## config.mk

```make
export PLATFORM = sky130hd
export DESIGN_NAME = pid_time_proportioning_heater_unit
export DESIGN_NICKNAME = d
export VERILOG_FILES = /design/src/hw/rtl/ptph_pkg.sv /design/src/hw/rtl/ptph_mac.sv /design/src/hw/rtl/ptph_rem.sv /design/src/hw/rtl/ptph_seq.sv /design/src/hw/rtl/pid_time_proportioning_heater_unit.sv
export SDC_FILE = /design/constraint.sdc
export NUM_CORES = 2
export LEC_CHECK = 0
export BUFFER_PORTS_ARGS = -buffer_cell sky130_fd_sc_hd__buf_4
export CORE_MARGIN = 5
export CORE_UTILIZATION = 31
export CTS_CLUSTER_SIZE = 24
export DETAILED_ROUTE_END_ITERATION = 8
export GPL_ROUTABILITY_DRIVEN = 0
export SETUP_SLACK_MARGIN = 0.15
export SYNTH_ARGS = -nofsm -noshare
export SYNTH_HDL_FRONTEND = slang
export SYNTH_HIERARCHICAL = 1
export SYNTH_SLANG_ARGS = --single-unit
```

## constraint.sdc

```tcl
create_clock -name clk -period 15.9 [get_ports clk]
set_input_delay 3.18 -clock clk [delete_from_list [all_inputs] [get_ports clk]]
set_output_delay 3.18 -clock clk [all_outputs]
set_load 0.01 [all_outputs]
```

## src/hw/rtl/ptph_pkg.sv

```systemverilog
// ----------------------------------------------------------------------------
// ptph_pkg
// Shared types, widths and constants of the time-proportioning heater
// controller: sequencer states, shared-unit control codes and register map.
// ----------------------------------------------------------------------------
`timescale 1ns / 1ps
`default_nettype none

package ptph_pkg;

    // default number of heater channels
    localparam int CHANNELS_DEF = 4;

    // field and datapath widths
    localparam int CH_W     = 2;
    localparam int SP_W     = 12;
    localparam int TEMP_W   = 16;
    localparam int GAIN_W   = 16;
    localparam int LIM_W    = 31;
    localparam int WIN_W    = 16;
    localparam int DUTY_W   = 17;
    localparam int INTEG_W  = 32;
    localparam int OP_W     = 18;
    localparam int PROD_W   = 2 * OP_W;
    localparam int ACC_W    = 38;
    localparam int CFG_IDX_W = 3;
    localparam int CFG_DATA_W = 32;
    localparam int THR_W    = PROD_W - 16;

    // reset value of the window length register
    localparam logic [WIN_W-1:0] WINDOW_RESET = 16'd100;

    // duty limits in Q16
    localparam logic signed [ACC_W-1:0] ACC_DUTY_ONE = 38'sd65536;
    localparam logic signed [ACC_W-1:0] ACC_DUTY_MIN = 38'sd6554;
    localparam logic [DUTY_W-1:0] DUTY_ONE = 17'd65536;
    localparam logic [DUTY_W-1:0] DUTY_MIN = 17'd6554;

    // configuration register map
    typedef enum logic [CFG_IDX_W-1:0] {
        REG_KP      = 3'd0,
        REG_KI      = 3'd1,
        REG_KD      = 3'd2,
        REG_ILIMIT  = 3'd3,
        REG_WINDOW  = 3'd4
    } reg_index_t;

    // sequencer states
    typedef enum logic [3:0] {
        ST_IDLE,
        ST_MUL_I,
        ST_ADD_I,
        ST_CLAMP_I,
        ST_ADD_P,
        ST_ADD_D,
        ST_CLAMP_D,
        ST_WRAP,
        ST_HEAT,
        ST_DONE
    } seq_state_t;

    // multiplier operand pair
    typedef enum logic [1:0] {
        MUL_KI_ERR,
        MUL_KP_ERR,
        MUL_KD_DER,
        MUL_DUTY_WIN
    } mul_sel_t;

    // accumulator action as seen by the sequencer
    typedef enum logic [1:0] {
        ACC_HOLD,
        ACC_ADD,
        ACC_SET_INTEG,
        ACC_SET_ICLAMP
    } acc_op_t;

    // accumulator action inside the shared unit
    typedef enum logic [1:0] {
        MAC_HOLD,
        MAC_ADD,
        MAC_LOAD
    } mac_op_t;

    // sequencer to datapath
    typedef struct packed {
        logic     idle;
        logic     mul_en;
        mul_sel_t mul_sel;
        acc_op_t  acc_op;
        logic     wr_integ;
        logic     clamp_duty;
        logic     wr_heat;
        logic     out_load;
    } ctrl_t;

    // datapath to sequencer
    typedef struct packed {
        logic in_fire;
        logic en_ok;
        logic duty_zero;
        logic rem_done;
        logic out_free;
    } status_t;

endpackage

`default_nettype wire

```

## src/hw/rtl/ptph_mac.sv

```systemverilog
// ----------------------------------------------------------------------------
// ptph_mac
// Shared signed multiplier with a registered product and a wide accumulator.
// ----------------------------------------------------------------------------
`timescale 1ns / 1ps
`default_nettype none

module ptph_mac (
    input  wire logic                                 clk,
    input  wire logic                                 mul_en,
    input  wire logic signed [ptph_pkg::OP_W-1:0]     op_a,
    input  wire logic signed [ptph_pkg::OP_W-1:0]     op_b,
    input  wire ptph_pkg::mac_op_t                    acc_op,
    input  wire logic signed [ptph_pkg::ACC_W-1:0]    acc_set,
    output logic signed [ptph_pkg::PROD_W-1:0]        prod,
    output logic signed [ptph_pkg::ACC_W-1:0]         acc
);

    logic signed [ptph_pkg::PROD_W-1:0] prod_reg;
    logic signed [ptph_pkg::ACC_W-1:0]  acc_reg;
    logic signed [ptph_pkg::ACC_W-1:0]  prod_ext;

    assign prod_ext = ptph_pkg::ACC_W'(prod_reg);

    // product register
    always_ff @(posedge clk)
    begin
        if (mul_en)
        begin
            prod_reg <= op_a * op_b;
        end
    end

    // accumulator
    always_ff @(posedge clk)
    begin
        case (acc_op)
            ptph_pkg::MAC_ADD:  acc_reg <= acc_reg + prod_ext;
            ptph_pkg::MAC_LOAD: acc_reg <= acc_set;
            default:            acc_reg <= acc_reg;
        endcase
    end

    assign prod = prod_reg;
    assign acc  = acc_reg;

endmodule

`default_nettype wire

```

## src/hw/rtl/ptph_rem.sv

```systemverilog
// ----------------------------------------------------------------------------
// ptph_rem
// Remainder of the advanced window count by the window length: done straight
// from start when the count is below twice the window, else one bit per cycle.
// ----------------------------------------------------------------------------
`timescale 1ns / 1ps
`default_nettype none

module ptph_rem (
    input  wire logic                             clk,
    input  wire logic                             rst_n,
    input  wire logic                             start,
    input  wire logic [ptph_pkg::WIN_W:0]         num,
    input  wire logic [ptph_pkg::WIN_W-1:0]       den,
    output logic                                  done,
    output logic [ptph_pkg::WIN_W-1:0]            rem
);

    localparam int NUM_W  = ptph_pkg::WIN_W + 1;
    localparam int STEP_W = $clog2(NUM_W);

    logic                  busy_reg;
    logic                  done_reg;
    logic [STEP_W-1:0]     step_reg;
    logic [NUM_W-1:0]      num_reg;
    logic [NUM_W-1:0]      rem_reg;
    logic [NUM_W-1:0]      den_ext;
    logic [NUM_W-1:0]      den_dbl;
    logic [NUM_W-1:0]      partial;

    assign den_ext = {1'b0, den};
    assign den_dbl = {den, 1'b0};
    assign partial = {rem_reg[NUM_W-2:0], num_reg[step_reg]};

    // control: fast cases finish at once, the rest walks the bits
    always_ff @(posedge clk or negedge rst_n)
    begin
        if (!rst_n)
        begin
            busy_reg <= 1'b0;
            done_reg <= 1'b0;
            step_reg <= '0;
        end
        else if (start)
        begin
            step_reg <= STEP_W'(NUM_W - 1);
            if (num < den_ext || num < den_dbl)
            begin
                busy_reg <= 1'b0;
                done_reg <= 1'b1;
            end
            else
            begin
                busy_reg <= 1'b1;
                done_reg <= 1'b0;
            end
        end
        else if (busy_reg)
        begin
            if (step_reg == '0)
            begin
                busy_reg <= 1'b0;
                done_reg <= 1'b1;
            end
            else
            begin
                step_reg <= step_reg - 1'b1;
            end
        end
    end

    // partial remainder
    always_ff @(posedge clk)
    begin
        if (start)
        begin
            num_reg <= num;
            if (num < den_ext)
            begin
                rem_reg <= num;
            end
            else if (num < den_dbl)
            begin
                rem_reg <= num - den_ext;
            end
            else
            begin
                rem_reg <= '0;
            end
        end
        else if (busy_reg)
        begin
            if (partial >= den_ext)
            begin
                rem_reg <= partial - den_ext;
            end
            else
            begin
                rem_reg <= partial;
            end
        end
    end

    assign done = done_reg;
    assign rem  = rem_reg[ptph_pkg::WIN_W-1:0];

endmodule

`default_nettype wire

```

## src/hw/rtl/ptph_seq.sv

```systemverilog
// ----------------------------------------------------------------------------
// ptph_seq
// Sequencer that steps one control sample through the shared unit.
// ----------------------------------------------------------------------------
`timescale 1ns / 1ps
`default_nettype none

module ptph_seq (
    input  wire logic               clk,
    input  wire logic               rst_n,
    input  wire ptph_pkg::status_t  status,
    output ptph_pkg::ctrl_t         ctrl
);

    ptph_pkg::seq_state_t state_reg;
    ptph_pkg::seq_state_t state_next;

    // state register
    always_ff @(posedge clk or negedge rst_n)
    begin
        if (!rst_n)
        begin
            state_reg <= ptph_pkg::ST_IDLE;
        end
        else
        begin
            state_reg <= state_next;
        end
    end

    // next state
    always_comb
    begin
        state_next = state_reg;
        unique case (state_reg)
            ptph_pkg::ST_IDLE:
            begin
                if (status.in_fire)
                begin
                    state_next = status.en_ok ? ptph_pkg::ST_MUL_I : ptph_pkg::ST_DONE;
                end
            end
            ptph_pkg::ST_MUL_I:   state_next = ptph_pkg::ST_ADD_I;
            ptph_pkg::ST_ADD_I:   state_next = ptph_pkg::ST_CLAMP_I;
            ptph_pkg::ST_CLAMP_I: state_next = ptph_pkg::ST_ADD_P;
            ptph_pkg::ST_ADD_P:   state_next = ptph_pkg::ST_ADD_D;
            ptph_pkg::ST_ADD_D:   state_next = ptph_pkg::ST_CLAMP_D;
            ptph_pkg::ST_CLAMP_D:
            begin
                state_next = status.duty_zero ? ptph_pkg::ST_DONE : ptph_pkg::ST_WRAP;
            end
            ptph_pkg::ST_WRAP:
            begin
                if (status.rem_done)
                begin
                    state_next = ptph_pkg::ST_HEAT;
                end
            end
            ptph_pkg::ST_HEAT:    state_next = ptph_pkg::ST_DONE;
            ptph_pkg::ST_DONE:
            begin
                if (status.out_free)
                begin
                    state_next = ptph_pkg::ST_IDLE;
                end
            end
            default:              state_next = ptph_pkg::ST_IDLE;
        endcase
    end

    // control outputs
    always_comb
    begin
        ctrl            = '0;
        ctrl.mul_sel    = ptph_pkg::MUL_KI_ERR;
        ctrl.acc_op     = ptph_pkg::ACC_HOLD;
        unique case (state_reg)
            ptph_pkg::ST_IDLE:
            begin
                ctrl.idle = 1'b1;
            end
            ptph_pkg::ST_MUL_I:
            begin
                ctrl.mul_en  = 1'b1;
                ctrl.mul_sel = ptph_pkg::MUL_KI_ERR;
                ctrl.acc_op  = ptph_pkg::ACC_SET_INTEG;
            end
            ptph_pkg::ST_ADD_I:
            begin
                ctrl.acc_op = ptph_pkg::ACC_ADD;
            end
            ptph_pkg::ST_CLAMP_I:
            begin
                ctrl.acc_op   = ptph_pkg::ACC_SET_ICLAMP;
                ctrl.wr_integ = 1'b1;
                ctrl.mul_en   = 1'b1;
                ctrl.mul_sel  = ptph_pkg::MUL_KP_ERR;
            end
            ptph_pkg::ST_ADD_P:
            begin
                ctrl.acc_op  = ptph_pkg::ACC_ADD;
                ctrl.mul_en  = 1'b1;
                ctrl.mul_sel = ptph_pkg::MUL_KD_DER;
            end
            ptph_pkg::ST_ADD_D:
            begin
                ctrl.acc_op = ptph_pkg::ACC_ADD;
            end
            ptph_pkg::ST_CLAMP_D:
            begin
                ctrl.clamp_duty = 1'b1;
            end
            ptph_pkg::ST_WRAP:
            begin
                ctrl.mul_en  = 1'b1;
                ctrl.mul_sel = ptph_pkg::MUL_DUTY_WIN;
            end
            ptph_pkg::ST_HEAT:
            begin
                ctrl.wr_heat = 1'b1;
            end
            ptph_pkg::ST_DONE:
            begin
                ctrl.out_load = status.out_free;
            end
            default:
            begin
                ctrl.idle = 1'b0;
            end
        endcase
    end

endmodule

`default_nettype wire

```

## src/hw/rtl/pid_time_proportioning_heater_unit.sv

```systemverilog
// ----------------------------------------------------------------------------
// pid_time_proportioning_heater_unit
// PID heater controller with a time-proportioning relay output per channel.
// ----------------------------------------------------------------------------
// A disabled sample goes straight to its result; an enabled one with zero duty
// skips the relay window, and one with positive duty also waits for the window
// remainder, which takes 17 bit steps when the window count lies at or beyond
// twice a shortened window. Samples are taken one at a time, and enabled ones
// share the 18x18 multiplier that forms ki*e, kp*e, kd*d, duty*window.
// Reset clears all channel state and loads the registers with their defaults.
`timescale 1ns / 1ps
`default_nettype none

module pid_time_proportioning_heater_unit #(
    parameter int CHANNELS = ptph_pkg::CHANNELS_DEF
) (
    input  wire logic                                   clk,
    input  wire logic                                   rst_n,
    // sample channel
    input  wire logic                                   in_valid,
    output logic                                        in_stall,
    input  wire logic [ptph_pkg::CH_W-1:0]              channel,
    input  wire logic [ptph_pkg::SP_W-1:0]              setpoint,
    input  wire logic signed [ptph_pkg::TEMP_W-1:0]     measured_temp,
    input  wire logic                                   enable,
    // result channel
    output logic                                        out_valid,
    input  wire logic                                   out_stall,
    output logic                                        heat_on,
    output logic [ptph_pkg::DUTY_W-1:0]                 duty,
    // register writes
    input  wire logic                                   cfg_valid,
    output logic                                        cfg_ready,
    input  wire logic [ptph_pkg::CFG_IDX_W-1:0]         cfg_index,
    input  wire logic [ptph_pkg::CFG_DATA_W-1:0]        cfg_data
);

    localparam int IDX_W  = (CHANNELS > 1) ? $clog2(CHANNELS) : 1;
    localparam int OP_W   = ptph_pkg::OP_W;
    localparam int ACC_W  = ptph_pkg::ACC_W;
    localparam int WIN_W  = ptph_pkg::WIN_W;

    // configuration registers
    logic [ptph_pkg::GAIN_W-1:0] kp_reg;
    logic [ptph_pkg::GAIN_W-1:0] ki_reg;
    logic [ptph_pkg::GAIN_W-1:0] kd_reg;
    logic [ptph_pkg::LIM_W-1:0]  ilimit_reg;
    logic [WIN_W-1:0]            window_reg;

    // per-channel state
    logic signed [ptph_pkg::TEMP_W-1:0]  prev_reg  [CHANNELS];
    logic signed [ptph_pkg::INTEG_W-1:0] integ_reg [CHANNELS];
    logic [WIN_W-1:0]                    count_reg [CHANNELS];

    // sample in flight
    logic [IDX_W-1:0]                    ch_reg;
    logic signed [ptph_pkg::TEMP_W-1:0]  meas_reg;
    logic signed [OP_W-1:0]              err_reg;
    logic signed [OP_W-1:0]              der_reg;
    logic signed [ptph_pkg::INTEG_W-1:0] integ_old_reg;
    logic [ptph_pkg::DUTY_W-1:0]         duty_reg;
    logic                                heat_reg;

    // result register
    logic                                out_valid_reg;
    logic                                out_heat_reg;
    logic [ptph_pkg::DUTY_W-1:0]         out_duty_reg;

    ptph_pkg::ctrl_t   ctrl;
    ptph_pkg::status_t status;

    logic                     in_fire;
    logic                     en_ok;
    logic [IDX_W-1:0]         in_idx;
    logic signed [OP_W-1:0]   sp_scaled;
    logic signed [OP_W-1:0]   meas_ext;
    logic signed [OP_W-1:0]   err_now;
    logic signed [OP_W-1:0]   der_now;
    logic [WIN_W-1:0]         win_eff;
    logic [WIN_W:0]           count_inc;

    logic signed [OP_W-1:0]   op_a;
    logic signed [OP_W-1:0]   op_b;
    ptph_pkg::mac_op_t        mac_op;
    logic signed [ACC_W-1:0]  acc_set;
    logic signed [ptph_pkg::PROD_W-1:0] prod;
    logic signed [ACC_W-1:0]  acc;

    logic signed [ACC_W-1:0]  lim_pos;
    logic signed [ACC_W-1:0]  lim_neg;
    logic signed [ACC_W-1:0]  iclamp;
    logic [ptph_pkg::DUTY_W-1:0] duty_clamp;
    logic                     duty_zero;
    logic                     rem_done;
    logic [WIN_W-1:0]         rem;
    logic [ptph_pkg::THR_W-1:0] thr;

    // handshakes
    assign in_stall  = !ctrl.idle;
    assign in_fire   = in_valid && !in_stall;
    assign cfg_ready = 1'b1;
    assign en_ok     = enable && (int'(channel) < CHANNELS);
    assign in_idx    = IDX_W'(channel);

    // register writes
    always_ff @(posedge clk or negedge rst_n)
    begin
        if (!rst_n)
        begin
            kp_reg     <= '0;
            ki_reg     <= '0;
            kd_reg     <= '0;
            ilimit_reg <= '0;
            window_reg <= ptph_pkg::WINDOW_RESET;
        end
        else if (cfg_valid && cfg_ready)
        begin
            unique case (cfg_index)
                ptph_pkg::REG_KP:     kp_reg     <= cfg_data[ptph_pkg::GAIN_W-1:0];
                ptph_pkg::REG_KI:     ki_reg     <= cfg_data[ptph_pkg::GAIN_W-1:0];
                ptph_pkg::REG_KD:     kd_reg     <= cfg_data[ptph_pkg::GAIN_W-1:0];
                ptph_pkg::REG_ILIMIT: ilimit_reg <= cfg_data[ptph_pkg::LIM_W-1:0];
                ptph_pkg::REG_WINDOW: window_reg <= cfg_data[WIN_W-1:0];
                default:              kp_reg     <= kp_reg;
            endcase
        end
    end

    // error and derivative on measurement
    assign sp_scaled = $signed({2'b00, setpoint, 4'b0000});
    assign meas_ext  = OP_W'(measured_temp);
    assign err_now   = sp_scaled - meas_ext;
    assign der_now   = OP_W'(prev_reg[in_idx]) - meas_ext;

    // window length zero acts as one
    assign win_eff   = (window_reg == '0) ? WIN_W'(1) : window_reg;
    assign count_inc = {1'b0, count_reg[in_idx]} + 1'b1;

    // capture the sample transaction
    always_ff @(posedge clk)
    begin
        if (in_fire)
        begin
            ch_reg        <= in_idx;
            meas_reg      <= measured_temp;
            err_reg       <= err_now;
            der_reg       <= der_now;
            integ_old_reg <= integ_reg[in_idx];
        end
    end

    // multiplier operand select
    always_comb
    begin
        case (ctrl.mul_sel)
            ptph_pkg::MUL_KI_ERR:
            begin
                op_a = $signed({2'b00, ki_reg});
                op_b = err_reg;
            end
            ptph_pkg::MUL_KP_ERR:
            begin
                op_a = $signed({2'b00, kp_reg});
                op_b = err_reg;
            end
            ptph_pkg::MUL_KD_DER:
            begin
                op_a = $signed({2'b00, kd_reg});
                op_b = der_reg;
            end
            default:
            begin
                op_a = $signed({1'b0, duty_reg});
                op_b = $signed({2'b00, win_eff});
            end
        endcase
    end

    // integral clamp to the symmetric limit
    assign lim_pos = $signed({{(ACC_W - ptph_pkg::LIM_W){1'b0}}, ilimit_reg});
    assign lim_neg = -lim_pos;

    always_comb
    begin
        if (acc > lim_pos)
        begin
            iclamp = lim_pos;
        end
        else if (acc < lim_neg)
        begin
            iclamp = lim_neg;
        end
        else
        begin
            iclamp = acc;
        end
    end

    // accumulator action
    always_comb
    begin
        acc_set = iclamp;
        case (ctrl.acc_op)
            ptph_pkg::ACC_ADD:
            begin
                mac_op = ptph_pkg::MAC_ADD;
            end
            ptph_pkg::ACC_SET_INTEG:
            begin
                mac_op  = ptph_pkg::MAC_LOAD;
                acc_set = ACC_W'(integ_old_reg);
            end
            ptph_pkg::ACC_SET_ICLAMP:
            begin
                mac_op = ptph_pkg::MAC_LOAD;
            end
            default:
            begin
                mac_op = ptph_pkg::MAC_HOLD;
            end
        endcase
    end

    ptph_mac u_mac (
        .clk     (clk),
        .mul_en  (ctrl.mul_en),
        .op_a    (op_a),
        .op_b    (op_b),
        .acc_op  (mac_op),
        .acc_set (acc_set),
        .prod    (prod),
        .acc     (acc)
    );

    ptph_rem u_rem (
        .clk   (clk),
        .rst_n (rst_n),
        .start (in_fire && en_ok),
        .num   (count_inc),
        .den   (win_eff),
        .done  (rem_done),
        .rem   (rem)
    );

    // duty clamp to [0, 1.0] with a floor of 0.1 when positive
    assign duty_zero = (acc <= 0);

    always_comb
    begin
        if (duty_zero)
        begin
            duty_clamp = '0;
        end
        else if (acc > ptph_pkg::ACC_DUTY_ONE)
        begin
            duty_clamp = ptph_pkg::DUTY_ONE;
        end
        else if (acc < ptph_pkg::ACC_DUTY_MIN)
        begin
            duty_clamp = ptph_pkg::DUTY_MIN;
        end
        else
        begin
            duty_clamp = acc[ptph_pkg::DUTY_W-1:0];
        end
    end

    // on-time threshold in window ticks
    assign thr = prod[ptph_pkg::PROD_W-1:16];

    // result of the sample in flight
    always_ff @(posedge clk)
    begin
        if (in_fire && !en_ok)
        begin
            duty_reg <= '0;
            heat_reg <= 1'b0;
        end
        else if (ctrl.clamp_duty)
        begin
            duty_reg <= duty_clamp;
            heat_reg <= 1'b0;
        end
        else if (ctrl.wr_heat)
        begin
            heat_reg <= (ptph_pkg::THR_W'(rem) <= thr);
        end
    end

    // channel state updates
    always_ff @(posedge clk or negedge rst_n)
    begin
        if (!rst_n)
        begin
            for (int i = 0; i < CHANNELS; i++)
            begin
                prev_reg[i]  <= '0;
                integ_reg[i] <= '0;
                count_reg[i] <= '0;
            end
        end
        else
        begin
            if (ctrl.wr_integ)
            begin
                prev_reg[ch_reg]  <= meas_reg;
                integ_reg[ch_reg] <= iclamp[ptph_pkg::INTEG_W-1:0];
            end
            if (ctrl.clamp_duty && duty_zero)
            begin
                count_reg[ch_reg] <= '0;
            end
            else if (ctrl.wr_heat)
            begin
                count_reg[ch_reg] <= rem;
            end
        end
    end

    // output register
    assign status.out_free = !out_valid_reg || !out_stall;

    always_ff @(posedge clk or negedge rst_n)
    begin
        if (!rst_n)
        begin
            out_valid_reg <= 1'b0;
        end
        else if (ctrl.out_load)
        begin
            out_valid_reg <= 1'b1;
        end
        else if (!out_stall)
        begin
            out_valid_reg <= 1'b0;
        end
    end

    always_ff @(posedge clk)
    begin
        if (ctrl.out_load)
        begin
            out_heat_reg <= heat_reg;
            out_duty_reg <= duty_reg;
        end
    end

    assign out_valid = out_valid_reg;
    assign heat_on   = out_heat_reg;
    assign duty      = out_duty_reg;

    // sequencer
    assign status.in_fire   = in_fire;
    assign status.en_ok     = en_ok;
    assign status.duty_zero = duty_zero;
    assign status.rem_done  = rem_done;

    ptph_seq u_seq (
        .clk    (clk),
        .rst_n  (rst_n),
        .status (status),
        .ctrl   (ctrl)
    );

endmodule

`default_nettype wire

```

==> reports/summary.txt <==
outcome: finished clean
clock root buffer: clkbuf_16
cts hold-fix bufs: 0
DRC Markers: 0
clk slew on worst S/H paths: 0.06 ns
initial drt markers: 3103
H-tree levels: 3
CP arrival: 8.80 ns
register area share after synthesis: 33.7%
main combinational cell family by area after synthesis: adder cells
Routed met3 length: 9000 um
antenna violations before repair: 6
kind of critical path: reg2reg
Layout Nets: 5479
worst-margin pin slew: 1.22 ns
ranking of synthesized cells by area: dfrtp_1, fa_1, edfxtp_1, ha_1, nand2_1
Synth cell types: 115
area delta synth->final: 10.8%
core footprint: 0.150 mm^2
Worst Path Max Fanout: 34
Tcrit/Tclk final: 53.1%
PostCTS Resize Cnt: 0
Congestion Overflow GR: 0
GRT Total Usage: 17.2%
total negative slack: 0 ns
Post-synth top cells: nand2_1, inv_1, dfrtp_1
critical path's slowest cell: dfrtp_1
dominant cell type by area after synthesis: dfrtp_1
Synth async-reset ratio: 61.5%
flop and latch count out of synthesis: 590
min-delay worst type: reg2reg
fin. max-slew vios: 0
Post-Syn Area per Cell: 9.77 um^2
final hold vios: 0
post-route clock skew: 0.0248 ns
max reg flops: 128
synthesized cell area: 0.0467 mm^2
die width: 398 um
met2 wire len: 63700 um
Top Layer Used: met4
xor/xnor share of the synthesized area: 2.55%
Antenna Nets Post-Route: 0
dpl hpwl: 103000 um
Critical Path End Type: register
Mapped Cells: 4777
Max stage delay on crit path: 0.67 ns
clk buf depth: 3
Num CTS Buffers: 66
worst skew pair latency: 0.62 ns
Initial Util: 31.2%
I/O pin cnt: 92
startpoint type of the worst setup path: register
Pre-Repair DR Iteration Count: 6
Port Buffers: 89
FMAX: 0.118 GHz
top-area cell type share of the netlist area: 19.3%
Max Cap Viol: 0
Post-synth EDFFs: 209
global-route wire length before repair: 213000 um
Adder-Cell Fraction of Synth Area: 22.2%
Ys Warns: 6
RSZ-0062 raised after global routing: no
Rows: 142
CTS tree: done
min Tclk post-route: 8.44 ns
vias in the first global route: 35365
cell repeated most along the worst path: fa_1
final setup fails: 0
final wirelength: 137000 um
Synth Area in Compound Gates: 12.1%
met1 WL: 60900 um
cell with the most instances after synthesis: nand2_1
Slew headroom: 18.4%
simple-gate share of the synthesized area: 15.0%
Die Y: 398 um
mux contribution to synthesized area: 7.71%
Main synth FF type: dfrtp_1
Wirelength per Cell: 20.0 um
CTS Sinks: 590
CP required: 16.26 ns
proportion of layout cells with a drive suffix above 1: 11.1%
Vias/cell: 5.19
largest net degree at the start of global routing: 118
die area: 0.158 mm^2
Via Count: 35566
setup bufs post-CTS: 0
-- critical path: cells and delay by family (launching register included) --
kind / cells / cell delay (ns)
buffers and inverters: 5 / 1.39
flip-flops: 1 / 0.67
AND/OR/NAND/NOR: 6 / 0.85
adder cells (fa/ha/maj): 7 / 3.60
AO/OA/AOI/OAI: 7 / 1.60
-- cell usage in the layout, fill, tap and decap left out, types with 25 or more instances in the layout --
cell	count
mux4_2	83
buf_4	150
a21oi_1	170
mux2_2	108
nor3_1	55
o21ai_0	281
o21ai_1	30
nor2_1	217
nand3_1	68
clkbuf_16	68
edfxtp_1	209
o21a_1	28
o211ai_1	35
nand4_1	33
and3_1	25
xnor2_1	111
ha_1	295
inv_1	573
o31ai_1	38
nor2b_1	25
mux2i_1	49
a21o_1	35
xor2_1	25
nor4_1	34
and2_1	168
nand2_1	735
dfrtp_1	360
fa_1	333
nand2b_1	31
-- cells by family (layout without fill, tap and decap cells) --
kind of cell             Yosys count  after routing
AND/OR/NAND/NOR                 1501           1501
AO/OA/AOI/OAI                    876            876
buffers and inverters            802            847
adder cells (fa/ha/maj)          629            629
flip-flops                       590            590
multiplexers                     241            241
XOR/XNOR                         136            136
other                              2             12
-- per-stage QoR --
step                      utilization (%)  std cells  hold WS [ns]  setup slack [ns]  cell area (um^2)
after floorplan                         -       4785         0.403              7.60             46700
after global placement               33.1       6727         0.453              7.51             49500
after detailed placement             33.1       6727         0.459              7.50             49500
after CTS                            34.5       6846         0.474              7.45             51700
after global routing                 34.5       6846         0.489              6.96             51700
final                                34.5       6848         0.473              7.46             51700
-- path summary, 6_finish.rpt --
check	to	slack, ns	cells after the start	from
setup reg to reg	u_mac/prod[32]$_DFFE_PP_	7.46	25	u_seq/state_reg[0]$_DFFE_PN0P_
setup / recovery	u_mac/prod[32]$_DFFE_PP_	7.46	25	u_seq/state_reg[0]$_DFFE_PN0P_
max in group asynchronous	count_reg[10]$_DFFE_PN0P_	10.25	4	rst_n
hold / removal	prev_reg[14]$_DFFE_PN0P_	0.47	2	prev_reg[14]$_DFFE_PN0P_
hold reg to reg	prev_reg[14]$_DFFE_PN0P_	0.47	2	prev_reg[14]$_DFFE_PN0P_
min in group asynchronous	prev_reg[7]$_DFFE_PN0P_	2.61	1	rst_n
-- cell type report --
| type | count | area (um^2) |
|---|---|---|
| antenna | 2 | 5.00 |
| clock buffer | 94 | 1890 |
| clock inverter | 25 | 283 |
| fill | 15142 | 98100 |
| inverter | 577 | 2170 |
| multi-input combinational | 3393 | 28000 |
| sequential | 590 | 15700 |
| tap | 2016 | 2520 |
| timing repair buffer | 151 | 1140 |
-- per-layer routing --
layer / track usage (%) / vias to the layer above
met5: 0 / -
met2: 28.1 / 1157
met1: 24.0 / 17896
li1: - / 16323
met3: 2.38 / 190
met4: 4.31 / 0
Power is left out: the tool's default activity adds up to more than one toggle a clock period on the data nets, which glitch-free logic cannot reach.
